<file path="src/rtl/core/adts_pkg.sv">
// adts_pkg: types, constants and rate tables for the adts frame splitter
// used by every module under rtl/core; depends on nothing
`default_nettype none

package adts_pkg;

    localparam int unsigned POSITION_BITS_DEF = 32;
    localparam int unsigned WIN_BYTES         = 7;

    localparam logic [3:0] HDR_MIN    = 4'd7;
    localparam logic [3:0] HDR_PROT   = 4'd9;
    localparam logic [3:0] RATE_COUNT = 4'd13;
    localparam logic [2:0] CH_DEFAULT = 3'd2;

    localparam logic [7:0] SYNC_BYTE = 8'hFF;
    localparam logic [7:0] SYNC_MASK = 8'hF0;

    // decoded header window
    typedef struct packed {
        logic        ok;
        logic [12:0] flen;
        logic [3:0]  hlen;
        logic [3:0]  idx;
        logic [2:0]  ch;
    } hdr_info_t;

    // frame held while the rest of its bytes are counted off
    typedef struct packed {
        logic [2:0]  ch;
        logic [3:0]  idx;
        logic [3:0]  hlen;
        logic [12:0] flen;
        logic [31:0] offset;
    } frame_desc_t;

    // one result item, offset in the lowest bits
    typedef struct packed {
        logic [2:0]  channel_count;
        logic [16:0] sample_rate_hz;
        logic [63:0] timestamp_us;
        logic [3:0]  header_bytes;
        logic [12:0] frame_bytes;
        logic [31:0] frame_offset;
    } result_t;

    localparam int unsigned RESULT_BITS = $bits(result_t);
    localparam int unsigned TDATA_BITS  = ((RESULT_BITS + 7) / 8) * 8;

    function automatic logic [16:0] rate_hz(input logic [3:0] idx);
        logic [16:0] r;
        case (idx)
            4'd0:    r = 17'd96000;
            4'd1:    r = 17'd88200;
            4'd2:    r = 17'd64000;
            4'd3:    r = 17'd48000;
            4'd4:    r = 17'd44100;
            4'd5:    r = 17'd32000;
            4'd6:    r = 17'd24000;
            4'd7:    r = 17'd22050;
            4'd8:    r = 17'd16000;
            4'd9:    r = 17'd12000;
            4'd10:   r = 17'd11025;
            4'd11:   r = 17'd8000;
            default: r = 17'd7350;
        endcase
        return r;
    endfunction

    // floor(1024 * 1e6 / rate) microseconds per frame
    function automatic logic [17:0] frame_time_us(input logic [3:0] idx);
        logic [17:0] t;
        case (idx)
            4'd0:    t = 18'd10666;
            4'd1:    t = 18'd11609;
            4'd2:    t = 18'd16000;
            4'd3:    t = 18'd21333;
            4'd4:    t = 18'd23219;
            4'd5:    t = 18'd32000;
            4'd6:    t = 18'd42666;
            4'd7:    t = 18'd46439;
            4'd8:    t = 18'd64000;
            4'd9:    t = 18'd85333;
            4'd10:   t = 18'd92879;
            4'd11:   t = 18'd128000;
            default: t = 18'd139319;
        endcase
        return t;
    endfunction

endpackage

`default_nettype wire

</file>
<file path="src/rtl/core/adts_hdr_check.sv">
// adts_hdr_check: decodes a full 7-byte adts header window and checks it
// depends on adts_pkg
`default_nettype none

module adts_hdr_check (
    input  wire logic [7:0]         win [0:6],
    output adts_pkg::hdr_info_t     info
);

    logic sync;

    always_comb
    begin
        sync = (win[0] == adts_pkg::SYNC_BYTE) &&
               ((win[1] & adts_pkg::SYNC_MASK) == adts_pkg::SYNC_MASK);
        // no-crc flag set means no crc words
        info.hlen = win[1][0] ? adts_pkg::HDR_MIN : adts_pkg::HDR_PROT;
        info.idx  = win[2][5:2];
        info.ch   = {win[2][0], win[3][7:6]};
        info.flen = {win[3][1:0], win[4], win[5][7:5]};
        info.ok   = sync && (info.idx < adts_pkg::RATE_COUNT) &&
                    (info.flen >= {9'd0, info.hlen});
    end

endmodule

`default_nettype wire

</file>
<file path="src/rtl/core/adts_frame_ctrl.sv">
// adts_frame_ctrl: header window, frame byte counter, stream position and
// timestamp; builds one result item per complete frame
// depends on adts_pkg and adts_hdr_check
`default_nettype none

module adts_frame_ctrl #(
    parameter int unsigned POSITION_BITS = adts_pkg::POSITION_BITS_DEF
) (
    input  wire logic          clk,
    input  wire logic          rst_n,
    input  wire logic          accept,
    input  wire logic [7:0]    data_byte,
    input  wire logic          end_of_stream,
    output logic               emit_valid,
    output adts_pkg::result_t  emit_data
);

    logic [7:0]                win_reg  [0:6];
    logic [7:0]                win_next [0:6];
    logic [7:0]                chk_win  [0:6];
    logic [2:0]                fill_reg, fill_next;
    logic [POSITION_BITS-1:0]  pos_reg, pos_next, off_p;
    logic                      in_frame_reg, in_frame_next;
    logic [12:0]               left_reg, left_next, left_dec;
    adts_pkg::frame_desc_t     held_reg, held_next, desc_sel, new_desc;
    logic [63:0]               ts_reg, ts_next;
    adts_pkg::hdr_info_t       hdr;

    // window as it stands once the current item is written in
    always_comb
    begin
        for (int i = 0; i < 6; i++)
        begin
            chk_win[i] = win_reg[i];
        end
        chk_win[6] = data_byte;
    end

    adts_hdr_check u_hdr_check (
        .win  (chk_win),
        .info (hdr)
    );

    assign off_p = pos_reg - POSITION_BITS'(adts_pkg::WIN_BYTES - 1);

    always_comb
    begin
        new_desc.offset = 32'(off_p);
        new_desc.flen   = hdr.flen;
        new_desc.hlen   = hdr.hlen;
        new_desc.idx    = hdr.idx;
        new_desc.ch     = hdr.ch;
    end

    always_comb
    begin
        win_next      = win_reg;
        fill_next     = fill_reg;
        pos_next      = pos_reg;
        in_frame_next = in_frame_reg;
        left_next     = left_reg;
        held_next     = held_reg;
        ts_next       = ts_reg;
        desc_sel      = held_reg;
        emit_valid    = 1'b0;
        left_dec      = (left_reg != 13'd0) ? left_reg - 13'd1 : 13'd0;

        if (accept)
        begin
            if (in_frame_reg)
            begin
                left_next = left_dec;
                if (left_dec == 13'd0)
                begin
                    emit_valid    = 1'b1;
                    in_frame_next = 1'b0;
                    fill_next     = 3'd0;
                end
            end
            else
            begin
                win_next[fill_reg] = data_byte;
                fill_next          = fill_reg + 3'd1;
                if (fill_reg == 3'(adts_pkg::WIN_BYTES - 1))
                begin
                    if (hdr.ok)
                    begin
                        held_next = new_desc;
                        desc_sel  = new_desc;
                        if (hdr.flen == {9'd0, adts_pkg::HDR_MIN})
                        begin
                            emit_valid = 1'b1;
                            fill_next  = 3'd0;
                        end
                        else
                        begin
                            in_frame_next = 1'b1;
                            left_next     = hdr.flen - {9'd0, adts_pkg::HDR_MIN};
                        end
                    end
                    else
                    begin
                        // bad header: drop the oldest byte and keep looking
                        for (int i = 0; i < 6; i++)
                        begin
                            win_next[i] = chk_win[i + 1];
                        end
                        win_next[6] = 8'd0;
                        fill_next   = 3'(adts_pkg::WIN_BYTES - 1);
                    end
                end
            end

            pos_next = pos_reg + POSITION_BITS'(1);

            if (emit_valid)
            begin
                ts_next = ts_reg + 64'(adts_pkg::frame_time_us(desc_sel.idx));
            end

            // a truncated frame is simply abandoned here
            if (end_of_stream)
            begin
                for (int i = 0; i < 7; i++)
                begin
                    win_next[i] = 8'd0;
                end
                fill_next     = 3'd0;
                pos_next      = '0;
                in_frame_next = 1'b0;
                left_next     = 13'd0;
                held_next     = '0;
                ts_next       = 64'd0;
            end
        end
    end

    always_comb
    begin
        emit_data.frame_offset   = desc_sel.offset;
        emit_data.frame_bytes    = desc_sel.flen;
        emit_data.header_bytes   = desc_sel.hlen;
        emit_data.timestamp_us   = ts_reg;
        emit_data.sample_rate_hz = adts_pkg::rate_hz(desc_sel.idx);
        emit_data.channel_count  = (desc_sel.ch == 3'd0) ? adts_pkg::CH_DEFAULT : desc_sel.ch;
    end

    always_ff @(posedge clk or negedge rst_n)
    begin
        if (!rst_n)
        begin
            for (int i = 0; i < 7; i++)
            begin
                win_reg[i] <= 8'd0;
            end
            fill_reg     <= 3'd0;
            pos_reg      <= '0;
            in_frame_reg <= 1'b0;
            left_reg     <= 13'd0;
            held_reg     <= '0;
            ts_reg       <= 64'd0;
        end
        else
        begin
            win_reg      <= win_next;
            fill_reg     <= fill_next;
            pos_reg      <= pos_next;
            in_frame_reg <= in_frame_next;
            left_reg     <= left_next;
            held_reg     <= held_next;
            ts_reg       <= ts_next;
        end
    end

endmodule

`default_nettype wire

</file>
<file path="src/rtl/core/adts_out_stage.sv">
// adts_out_stage: result register on the master side of the splitter
// depends on adts_pkg
`default_nettype none

module adts_out_stage #(
    parameter int unsigned DATA_W = adts_pkg::TDATA_BITS
) (
    input  wire logic              clk,
    input  wire logic              rst_n,
    input  wire logic              load,
    input  wire adts_pkg::result_t load_data,
    output logic                   can_load,
    output logic                   m_tvalid,
    input  wire logic              m_tready,
    output logic [DATA_W-1:0]      m_tdata
);

    logic              valid_reg, valid_next;
    adts_pkg::result_t data_reg;

    // a waiting item that is taken this cycle frees the register
    assign can_load   = !valid_reg || m_tready;
    assign valid_next = load ? 1'b1 : (valid_reg && !m_tready);

    always_ff @(posedge clk or negedge rst_n)
    begin
        if (!rst_n)
        begin
            valid_reg <= 1'b0;
        end
        else
        begin
            valid_reg <= valid_next;
        end
    end

    always_ff @(posedge clk)
    begin
        if (load)
        begin
            data_reg <= load_data;
        end
    end

    assign m_tvalid = valid_reg;
    assign m_tdata  = DATA_W'(data_reg);

endmodule

`default_nettype wire

</file>
<file path="src/rtl/core/adts_frame_splitter_top.sv">
// adts_frame_splitter_top: adts byte stream in, one item per complete frame out
// depends on adts_pkg, adts_frame_ctrl, adts_out_stage
// the item for a frame appears on m_tvalid in the cycle after its last byte is taken
// throughput: one byte per cycle while s_tready is high; header check, rate table and timestamp add are combinational
// s_tready drops only while a finished item waits and m_tready is low
// reset (rst_n low, asynchronous) clears window, counters and timestamp;
// a byte with s_tlast set returns the same state after it is processed
`default_nettype none

module adts_frame_splitter_top #(
    parameter int unsigned POSITION_BITS = adts_pkg::POSITION_BITS_DEF
) (
    input  wire logic                            clk,
    input  wire logic                            rst_n,
    input  wire logic                            s_tvalid,
    output logic                                 s_tready,
    input  wire logic [7:0]                      s_tdata,  // data_byte
    input  wire logic                            s_tlast,  // end_of_stream
    output logic                                 m_tvalid,
    input  wire logic                            m_tready,
    // frame_offset[31:0], frame_bytes[44:32], header_bytes[48:45],
    // timestamp_us[112:49], sample_rate_hz[129:113], channel_count[132:130], zero fill
    output logic [adts_pkg::TDATA_BITS-1:0]      m_tdata
);

    logic              accept;
    logic              emit_valid;
    adts_pkg::result_t emit_data;

    assign accept = s_tvalid && s_tready;

    adts_frame_ctrl #(
        .POSITION_BITS (POSITION_BITS)
    ) u_ctrl (
        .clk           (clk),
        .rst_n         (rst_n),
        .accept        (accept),
        .data_byte     (s_tdata),
        .end_of_stream (s_tlast),
        .emit_valid    (emit_valid),
        .emit_data     (emit_data)
    );

    adts_out_stage #(
        .DATA_W (adts_pkg::TDATA_BITS)
    ) u_out (
        .clk       (clk),
        .rst_n     (rst_n),
        .load      (emit_valid),
        .load_data (emit_data),
        .can_load  (s_tready),
        .m_tvalid  (m_tvalid),
        .m_tready  (m_tready),
        .m_tdata   (m_tdata)
    );

    a_ready_when_empty: assert property (@(posedge clk) disable iff (!rst_n)
        !m_tvalid |-> s_tready)
        else $error("input stalled with empty result register");

    a_header_len: assert property (@(posedge clk) disable iff (!rst_n)
        m_tvalid |-> (m_tdata[48:45] == adts_pkg::HDR_MIN ||
                      m_tdata[48:45] == adts_pkg::HDR_PROT))
        else $error("bad header length in result");

    a_frame_len: assert property (@(posedge clk) disable iff (!rst_n)
        m_tvalid |-> (m_tdata[44:32] >= {9'd0, m_tdata[48:45]}))
        else $error("frame shorter than its header");

    a_channels: assert property (@(posedge clk) disable iff (!rst_n)
        m_tvalid |-> (m_tdata[132:130] != 3'd0))
        else $error("zero channel count in result");

endmodule

`default_nettype wire
</file>
<file path="config.mk">
export PLATFORM = sky130hd
export DESIGN_NAME = adts_frame_splitter_top
export DESIGN_NICKNAME = d
export VERILOG_FILES = /design/src/rtl/core/adts_pkg.sv /design/src/rtl/core/adts_hdr_check.sv /design/src/rtl/core/adts_frame_ctrl.sv /design/src/rtl/core/adts_out_stage.sv /design/src/rtl/core/adts_frame_splitter_top.sv
export SDC_FILE = /design/constraint.sdc
export NUM_CORES = 1
export LEC_CHECK = 0
export BUFFER_PORTS_ARGS = -buffer_cell sky130_fd_sc_hd__buf_2
export CAP_MARGIN = 30
export CELL_PAD_IN_SITES_DETAIL_PLACEMENT = 1
export CELL_PAD_IN_SITES_GLOBAL_PLACEMENT = 1
export CORE_ASPECT_RATIO = 0.8
export CORE_UTILIZATION = 43
export DETAILED_ROUTE_END_ITERATION = 10
export PLACE_DENSITY = 0.87
export SYNTH_ARGS = -nofsm -noshare
export SYNTH_HDL_FRONTEND = slang
export SYNTH_HIERARCHICAL = 1
export SYNTH_SLANG_ARGS = --single-unit
</file>
<file path="constraint.sdc">
create_clock -name clk -period 5.7 [get_ports clk]
set_input_delay 0.855 -clock clk [delete_from_list [all_inputs] [get_ports clk]]
set_output_delay 0.855 -clock clk [all_outputs]
set_load 0.03 [all_outputs]
</file>
==> results.json, run 1 <==
{
  "synth_xor_area_share_pct": 5.37,
  "synthAdderAreaFrac_pct": 3.04,
  "wl_met1_mm": 22.9,
  "power.density_nw_per_um2": 283,
  "status": "completed",
  "grt_pass1_vias": 14758,
  "io_pins": 151,
  "power.internal_uw": 4440,
  "num_vias": 14246,
  "synthArstFlopShare_pct": 62.1,
  "finalNetCount": 1934,
  "final_util_pct": 50.7,
  "drt-vias-per-instance": 5.81,
  "core-area_um2": 40900,
  "drive_above_1_share_pct": 17.6,
  "dr.pass1.iters": 5,
  "yosys_warnings": 6,
  "h-tree-depth": 2,
  "synth-seq-cells": 351,
  "synthMuxAreaShare_pct": 3.21,
  "overflow": 0,
  "clock.fmax_mhz": 184,
  "portBuffers": 147,
  "largest_register_ffs": 133,
  "crit_type": "reg -> reg",
  "yosys.area_share.simple_pct": 15.5,
  "required_ns": 6.11,
  "pwr-share-comb_pct": 7.7,
  "cts-root-buf": "clkbuf_16",
  "synth-edff-count": 133,
  "synth_top_family_by_area": "compound AO/OA/AOI/OAI gates",
  "min_period_over_period_pct": 95.3,
  "syn_inst": 1759,
  "clock_skew_ns": 0.0195,
  "clock-sinks": 351,
  "switching_share_pct": 24.1,
  "cts_tree": "done",
  "netlist.area_leader.share_pct": 30.4,
  "routedWlPerCell_um": 20.9,
  "die_w_um": 230,
  "whs_ns": 0.332,
  "startpoint_type": "flip-flop",
  "wl_met2_mm": 25.0,
  "hpwlAfterDp_mm": 33.9,
  "die-area_um2": 42500,
  "max-slew-margin-rel_pct": 31.1,
  "wl_met3_mm": 2.17,
  "r2r_slack_ns": 0.27,
  "yosysUniqueCellTypes": 80,
  "final_cells": 2452,
  "cts_buffers": 38,
  "syn_area_um2": 17900,
  "antenna_found_initial": 1,
  "grt_pass1_wl_mm": 82.1,
  "yosysTopAreaCell": "dfrtp_1",
  "p_seq_share_pct": 46.2,
  "place_congestion": 0.907,
  "path_max_fanout": 8,
  "switchingPower_uw": 1410,
  "worst_pin_slew_ns": 1.03,
  "pwr-share-clk_pct": 46.0,
  "hold_violations": 0,
  "layout_common_cells": "nand2_1, dfrtp_1, buf_2, nor2_1, o21ai_0",
  "synth_area_per_cell_um2": 10.2,
  "wl_mm": 51.2,
  "die_y_um": 185,
  "setup_viol": 0,
  "synth_compound_area_share_pct": 16.2,
  "insertion_delay_ns": 0.55,
  "cts.path.max_buffers": 3,
  "ys.flop_type": "dfrtp_1",
  "crit_path_end_kind": "flip-flop",
  "synth.area.top_cells": "dfrtp_1, edfxtp_1, nand2_1",
  "gr-usage-all-layers_pct": 24.1,
  "highest_layer": "met5",
  "r2r_start": "u_ctrl/chk_win[40]$_DFFE_PN0P_",
  "cp_data_arrival_time_ns": 5.85,
  "worstSetupStartpoint": "u_ctrl/chk_win[40]$_DFFE_PN0P_",
  "cap_violations": 0,
  "ys_seq_area_share_pct": 52.7,
  "path_clk_slew_ns": 0.06,
  "r2r_cells": 23,
  "drc_errors": 0,
  "row_count": 66,
  "leakage_uw": 0.00881,
  "place_inst": 2375,
  "diodes": 0,
  "final_common_cell": "nand2_1",
  "syn_to_final_growth_pct": 15.5,
  "slew_viol_final": 0,
  "grt_max_degree": 104,
  "worstReg2RegEnd": "u_ctrl/ts_reg[48]$_DFFE_PN0P_",
  "vdd_ir_drop_max_v": 0.000202,
  "initialDrtViolationCount": 962,
  "min_period_ns": 5.43,
  "holdCritPathClass": "in -> async",
  "ant_nets": 0,
  "start_util_pct": 43.9
}
power by group through the flow:
stage / clock [uW] / sequential [uW] / combinational (uW)
4_1_cts: 2740 / 2700 / 438
6_report: 2690 / 2710 / 452
3_5_place_dp: 0 / 2750 / 429
2_1_floorplan: 0 / 2730 / 295
5_1_grt: 2840 / 2710 / 493
3_3_place_gp: 0 / 2750 / 403
worst max-delay path, cell delays in order, from the launching register on:
cell       delay, ns
dfrtp_2         0.44
inv_1           0.11
ha_1            0.30
and3_1          0.15
o21ai_1         0.13
a31oi_2         0.20
nand3_1         0.15
nor2_2          0.21
buf_4           0.20
mux2i_4         0.28
ha_1            0.28
nor3_1          0.20
a21oi_1         0.09
ha_1            0.23
fa_1            0.42
a32o_1          0.32
o31ai_2         0.25
a31oi_2         0.18
a211o_1         0.36
o211ai_1        0.17
buf_4           0.27
a2111oi_2       0.08
xnor2_1         0.20
nor2_1          0.07
cells in the mapped netlist (38+ instances only):
cell type  instances
nand2_1          268
dfrtp_1          218
nor2_1           152
o21ai_0          142
edfxtp_1         133
clkbuf_1          88
a21oi_1           80
xnor2_1           72
mux2i_1           53
a22o_1            47
ha_1              42
a21boi_0          41
xor2_1            38
metal layers:
metal  vias to the layer above  GRT usage, %
met2                       361          40.7
met1                      7298          32.5
met4                         2          6.62
met3                        80          3.25
li1                       6505             -
met5                         -             0
cells by family after synthesis:
family                   after synthesis
flip-flops                           351
buffers and inverters                154
multiplexers                          57
AO/OA/AOI/OAI                        429
adder cells (fa/ha/maj)               43
other                                  2
XOR/XNOR                             110
AND/OR/NAND/NOR                      613
worst max-delay path by stage:
stage	end	slack [ns]	cells after the start
2_1_floorplan	u_ctrl/ts_reg[34]$_DFFE_PN0P_	0.07	21
6_report	u_ctrl/ts_reg[48]$_DFFE_PN0P_	0.27	23
3_3_place_gp	u_ctrl/ts_reg[63]$_DFFE_PN0P_	0.12	21
5_1_grt	u_ctrl/ts_reg[48]$_DFFE_PN0P_	-0.007	23
3_5_place_dp	u_ctrl/ts_reg[63]$_DFFE_PN0P_	-0.29	21
4_1_cts	u_ctrl/ts_reg[48]$_DFFE_PN0P_	0.003	23
per-stage QoR:
step / instance area, um^2 / TNS, ns / total power (uW) / setup WS, ns
4_1_cts: 20600 / 0 / 5880 / 0.00330
2_1_floorplan: 17900 / 0 / 3030 / 0.0665
3_5_place_dp: 19200 / -2.99 / 3180 / -0.287
3_3_place_gp: 19200 / 0 / 3150 / 0.123
5_1_grt: 20700 / -0.00881 / 6040 / -0.00680
6_report: 20700 / 0 / 5850 / 0.265
area by class of cell:
cell class                      instances  area [um^2]
Fill cell                            4522        20200
Sequential cell                       351         9450
Multi-Input combinational cell       1256         7930
Timing Repair Buffer                  201         1180
Clock buffer                           42          986
Tap cell                              544          681
Clock inverter                         28          368
Inverter                               30          113
what timing repair did:
action,CTS,global route
setup endpoints to repair,43,47
hold buffers,0,0
setup buffers,1,5
pin swaps,1,4
resized for setup,5,15
(Power assumes the default switching activity.)
==> run 2, diff against run 1 <==
--- a/config.mk
+++ b/config.mk
@@ -13,6 +13,7 @@
 export CORE_UTILIZATION = 43
 export DETAILED_ROUTE_END_ITERATION = 10
 export PLACE_DENSITY = 0.87
+export RECOVER_POWER = 25
 export SYNTH_ARGS = -nofsm -noshare
 export SYNTH_HDL_FRONTEND = slang
 export SYNTH_HIERARCHICAL = 1
==> run 2 against run 1 <==
Maximum frequency about the same; count of clock-buffer cells in the layout unchanged; clock skew about the same; highest routed layer unchanged; the flow now finishes with violations (capacitance limit, slew limit).
==> results.json, run 2 (synthesis results as in run 1) <==
{
  "r2r_slack_ns": 0.27,
  "insertion_delay_ns": 0.55,
  "grt_max_degree": 104,
  "syn_to_final_growth_pct": 15.4,
  "whs_ns": 0.483,
  "die_y_um": 185,
  "total_power_uw": 5850,
  "leakage_uw": 0.00880,
  "required_ns": 6.11,
  "max_stage_delay_ns": 0.44,
  "drt-vias-per-instance": 5.81,
  "ant_nets": 0,
  "finalNetCount": 1934,
  "nFillCells": 4523,
  "cp_slowest_cell": "dfrtp_2",
  "routedWlPerCell_um": 20.9,
  "cp_data_arrival_time_ns": 5.84,
  "min_period_over_period_pct": 95.3,
  "die-area_um2": 42500,
  "place_inst": 2375,
  "final_cells": 2452,
  "holdCritPathClass": "reg -> reg",
  "drc_errors": 0,
  "vdd_ir_drop_max_v": 0.000202,
  "core-area_um2": 40900,
  "clock-sinks": 351,
  "wl_met3_mm": 2.20,
  "hpwlAfterDp_mm": 33.9,
  "largest_register_ffs": 133,
  "antenna_found_initial": 1,
  "multi_input_area_um2": 7930,
  "worst_pin_slew_ns": 2.69,
  "fin_ws_ns": 0.265,
  "place_congestion": 0.907,
  "io_pins": 151,
  "gr-usage-all-layers_pct": 24.1,
  "wl_mm": 51.2,
  "initialDrtViolationCount": 965,
  "grt_pass1_wl_mm": 82.1,
  "start_util_pct": 43.9,
  "hold_violations": 0,
  "final_common_cell": "nand2_1",
  "crit_path_end_kind": "flip-flop",
  "num_vias": 14239,
  "crit_type": "reg -> reg",
  "cts_tree": "done",
  "setup_viol": 0,
  "cap_violations": 1,
  "violations": "capacitance limit, slew limit",
  "wl_met1_mm": 22.9,
  "wl_met2_mm": 25.0,
  "crit_family": "compound AO/OA/AOI/OAI gates",
  "clock.fmax_mhz": 184,
  "highest_layer": "met5",
  "row_count": 66,
  "tns_ns": 0,
  "max-slew-margin-rel_pct": -79.7,
  "dr.pass1.iters": 5,
  "die_w_um": 230,
  "grt_pass1_vias": 14758,
  "overflow": 0,
  "critPathMostFrequentCell": "ha_1",
  "seqCellArea_um2": 9450,
  "diodes": 0,
  "path_buf_inv": 3,
  "clock_skew_ns": 0.0196,
  "power.density_nw_per_um2": 283,
  "h-tree-depth": 2,
  "min_period_ns": 5.43,
  "slew_viol_final": 104,
  "portBuffers": 147,
  "path_max_fanout": 7,
  "status": "finished with violations",
  "drive_above_1_share_pct": 17.5,
  "layout_common_cells": "nand2_1, dfrtp_1, buf_2, nor2_1, o21ai_0",
  "pre_cts_ws_ns": -0.287,
  "path_clk_slew_ns": 0.06,
  "cts-root-buf": "clkbuf_16",
  "cts.path.max_buffers": 3,
  "cts_buffers": 38,
  "path_cells": "inv_1 -> ha_1 -> and3_1 -> o21ai_1 -> a31oi_2 -> nand3_1 -> nor2_2 -> buf_4 -> mux2i_4 -> ha_1 -> nor3_1 -> a21oi_1 -> ha_1 -> fa_1 -> a32o_1 -> o31ai_2 -> a31oi_2 -> a211o_1 -> o211ai_1 -> buf_4 -> a21oi_1 -> xnor2_1 -> nor2_1",
  "startpoint_type": "flip-flop"
}
[run 2: changes by cell type in the layout (fill, tap and decap cells not counted)]
cell / previous run / this run
buf_8: 1 / 0
buf_4: 50 / 48
clkbuf_2: 0 / 2
clkbuf_1: 2 / 3
[run 2: report_power, final]
part           total [uW]  switching [uW]  leakage (uW)  internal [uW]
logic                 451             290       0.00385            161
clock network        2690            1070      0.000666           1620
registers            2710            52.7       0.00428           2650
total                5850            1410       0.00880           4440
[run 2: through the flow]
step | utilization (%) | instance area (um^2)
2_1_floorplan | - | 17900
3_3_place_gp | 46.9 | 19200
3_5_place_dp | 47.0 | 19200
4_1_cts | 50.4 | 20600
5_1_grt | 50.6 | 20700
6_report | 50.6 | 20700
[run 2: area by class of cell]
cell class	count	share of cell area, %
Tap cell	544	3.29
Sequential cell	351	45.7
Multi-Input combinational cell	1256	38.3
Inverter	30	0.544
Clock buffer	42	4.77
Timing Repair Buffer	201	5.65
Clock inverter	28	1.78
[run 2: layer usage]
layer	global-route usage, %	up-vias
met2	40.7	365
met1	32.5	7286
met5	0	-
li1	-	6506
met3	3.25	80
met4	6.62	2
[run 2: path summary, 6_finish.rpt]
path | start | to | cells after the start
min | u_ctrl/ts_reg[63]$_DFFE_PN0P_ | u_out/m_tdata[112]$_DFFE_PP_ | 0
min in group asynchronous | rst_n | u_ctrl/held_reg[47]$_DFFE_PN0P_ | 1
max reg2reg | u_ctrl/chk_win[40]$_DFFE_PN0P_ | u_ctrl/ts_reg[22]$_DFFE_PN0P_ | 23
min reg2reg | u_ctrl/ts_reg[63]$_DFFE_PN0P_ | u_out/m_tdata[112]$_DFFE_PP_ | 0
max | u_ctrl/chk_win[40]$_DFFE_PN0P_ | u_ctrl/ts_reg[22]$_DFFE_PN0P_ | 23
max in group asynchronous | rst_n | u_ctrl/chk_win[40]$_DFFE_PN0P_ | 2
[run 2: repair_timing]
item,4_1_cts,5_1_grt
setup endpoints to repair,43,47
hold buffers,0,0
setup buffers,1,5
gates resized for setup,5,15
pin swaps,1,4
==> run 3, diff against run 2 <==
--- a/config.mk
+++ b/config.mk
@@ -16,5 +16,4 @@
 export RECOVER_POWER = 25
 export SYNTH_ARGS = -nofsm -noshare
 export SYNTH_HDL_FRONTEND = slang
-export SYNTH_HIERARCHICAL = 1
 export SYNTH_SLANG_ARGS = --single-unit
==> run 3 against run 2 <==
The run still ends with capacitance limit, slew limit left; core utilization decreased by 0.088 points; count of clock-buffer cells in the layout up 16; global-route usage is 0.49 points higher; sequential cell count unchanged; combinational power grew 71%; wire length shrank 0.35%; sequential power is 4% higher; critical endpoint is now u_ctrl.ts_reg[32]$_DFFE_PN0P_; largest power group unchanged.
==> results.json, run 3 <==
{
  "status": "finished with violations",
  "core-area_um2": 39900,
  "r2r_slack_ns": 0.26,
  "drive_above_1_share_pct": 15.3,
  "cts_buffers": 39,
  "min_period_over_period_pct": 95.5,
  "violations": "capacitance limit, slew limit",
  "yosys_warnings": 0,
  "drt-vias-per-instance": 5.81,
  "io_pins": 151,
  "die-area_um2": 41600,
  "portBuffers": 147,
  "synth_common_cells": "nand2_1, dfrtp_1, o21ai_0",
  "ys.flop_type": "dfrtp_1",
  "cts_setup_buffers": 0,
  "synth.area.top_cells": "dfrtp_1, edfxtp_1, nand2_1",
  "largest_register_ffs": 133,
  "synth-seq-cells": 351,
  "startpoint_type": "flip-flop",
  "synthArstFlopShare_pct": 62.1,
  "initialDrtViolationCount": 1003,
  "pre_cts_ws_ns": 0.130,
  "place_congestion": 0.875,
  "switchingPower_uw": 1640,
  "syn_to_final_growth_pct": 14.7,
  "hpwlAfterDp_mm": 35.3,
  "hold_buffers": 0,
  "r2r_cells": 18,
  "row_count": 65,
  "slew_viol_final": 89,
  "yosysUniqueCellTypes": 77,
  "clock.fmax_mhz": 184,
  "required_ns": 6.16,
  "rsz0062_at_grt": "no",
  "crit_end": "u_ctrl.ts_reg[32]$_DFFE_PN0P_",
  "worst_pin_slew_ns": 4.35,
  "num_vias": 14062,
  "insertion_delay_ns": 0.54,
  "start_util_pct": 44.1,
  "final_common_cell": "nand2_1",
  "dr.pass1.iters": 5,
  "path_clk_slew_ns": 0.06,
  "r2r_start": "u_ctrl.chk_win[19]$_DFFE_PN0P_",
  "crit_path_end_kind": "flip-flop",
  "switching_share_pct": 26.8,
  "wl_mm": 51.0,
  "h-tree-depth": 2,
  "synth-edff-count": 133,
  "power.internal_uw": 4480,
  "layout_common_cells": "nand2_1, dfrtp_1, o21ai_0, buf_2, edfxtp_1",
  "path_max_fanout": 22,
  "clock-sinks": 351,
  "gr-usage-all-layers_pct": 24.6,
  "ys_seq_area_share_pct": 53.8,
  "max-slew-margin-rel_pct": -190,
  "cts.path.max_buffers": 3,
  "cts-root-buf": "clkbuf_16",
  "syn_inst": 1732,
  "crit_type": "reg -> reg",
  "grt_pass1_wl_mm": 82.2,
  "syn_area_um2": 17600,
  "nFillCells": 4431,
  "pwr-share-comb_pct": 12.6,
  "fin_ws_ns": 0.259,
  "ant_nets": 0,
  "netlist.area_leader.share_pct": 31.1,
  "grt_pass1_vias": 14662,
  "leakage_uw": 0.00895,
  "worstReg2RegEnd": "u_ctrl.ts_reg[32]$_DFFE_PN0P_",
  "pwr-share-clk_pct": 41.4,
  "antenna_found_initial": 1,
  "clock_skew_ns": 0.0174,
  "power.density_nw_per_um2": 304,
  "hold_violations": 0,
  "yosysMostFrequentCell": "nand2_1",
  "yosysTopAreaCell": "dfrtp_1",
  "cts_tree": "done",
  "die_w_um": 228,
  "drc_errors": 0,
  "setup_viol": 0,
  "worstSetupStartpoint": "u_ctrl.chk_win[19]$_DFFE_PN0P_",
  "grt_max_degree": 89,
  "routedWlPerCell_um": 21.1,
  "min_period_ns": 5.44,
  "holdCritPathClass": "reg -> reg",
  "cap_violations": 1,
  "tns_ns": 0,
  "vdd_ir_drop_max_v": 0.000253,
  "synth_area_per_cell_um2": 10.1,
  "overflow": 0,
  "p_seq_share_pct": 46.0,
  "finalNetCount": 1912,
  "die_y_um": 183,
  "cp_data_arrival_time_ns": 5.90
}
-- run 3: routing by layer --
metal | vias up | track usage [%] | share of wire [%]
met5 | - | 0 | 0
met4 | 0 | 7.70 | 2.6
met3 | 95 | 3.14 | 4.6
met2 | 358 | 41.0 | 48
met1 | 7164 | 33.4 | 45
li1 | 6445 | - | -
-- run 3: how the worst min path moves through the flow --
stage,start,endpoint,slack [ns],depth (start not counted)
final,u_ctrl.ts_reg[50]$_DFFE_PN0P_,u_out.m_tdata[99]$_DFFE_PP_,0.49,0
after global routing,u_ctrl.ts_reg[2]$_DFFE_PN0P_,u_out.m_tdata[51]$_DFFE_PP_,0.51,0
after CTS,rst_n,u_ctrl.ts_reg[27]$_DFFE_PN0P_,0.35,1
after detailed placement,u_ctrl.ts_reg[50]$_DFFE_PN0P_,u_out.m_tdata[99]$_DFFE_PP_,0.47,0
after global placement,u_ctrl.ts_reg[53]$_DFFE_PN0P_,u_out.m_tdata[102]$_DFFE_PP_,0.48,0
after floorplan,u_ctrl.ts_reg[43]$_DFFE_PN0P_,u_out.m_tdata[92]$_DFFE_PP_,0.42,0
-- run 3: timing repair --
action | 4_1_cts | 5_1_grt
resized for setup | 0 | 5
hold endpoints to repair | 0 | 0
setup endpoints to repair | 0 | 32
-- run 3: logic make-up after synthesis --
| family | share of synthesized area [%] |
|---|---|
| AOI/OAI and AO/OA | 14.3 |
| buffers and inverters | 3.01 |
| DFF | 53.8 |
| adders and majority gates | 3.32 |
| xor gates and xnor gates | 4.24 |
| other | 0.0214 |
| muxes | 3.49 |
| and+or+nand+nor | 17.8 |
-- run 3: layout make-up --
class / count / area [um^2] / area share (%)
repair buffers: 180 / 1030 / 5.11
multi-input cells: 1259 / 7620 / 37.9
diodes: 1 / 2.50 / 0.0124
clock buffers: 58 / 1140 / 5.66
inverters: 22 / 82.6 / 0.410
flip-flops and latches: 351 / 9450 / 46.9
clock inverters: 13 / 139 / 0.690
well taps: 536 / 671 / 3.33
-- run 3: metrics by stage --
stage | total power, uW | cell area [um^2] | utilization (%) | hold slack (ns) | instances
after detailed placement | 3620 | 18800 | 47.3 | 0.474 | 2348
after CTS | 6170 | 20100 | 50.5 | 0.348 | 2419
after floorplan | 3360 | 17600 | - | 0.423 | 1734
final | 6120 | 20100 | 50.5 | 0.488 | 2420
after global placement | 3570 | 18800 | 47.2 | 0.478 | 2346
after global routing | 6360 | 20100 | 50.5 | 0.508 | 2420
-- run 3: power by group through the flow --
stage / Clock, uW / Sequential (uW) / Combinational [uW]
after global routing: 2680 / 2830 / 851
after global placement: 0 / 2850 / 716
after detailed placement: 0 / 2860 / 762
after CTS: 2590 / 2810 / 772
final: 2540 / 2810 / 772
after floorplan: 0 / 2800 / 560
-- run 3: critical path, stage by stage (launching register included) --
cell and delay, ns:
dfrtp_1 0.49, or4_4 0.62, or3_4 0.41, o211ai_4 0.26
mux2_2 0.46, ha_1 0.42, o21ai_0 0.12, nand2_1 0.07
o21ai_0 0.08, ha_1 0.38, and3_1 0.24, and4_1 0.23
nand3_1 0.08, o21a_1 0.20, a21o_1 0.24, a21o_4 0.32
buf_4 0.21, or3_1 0.36, a21oi_1 0.18
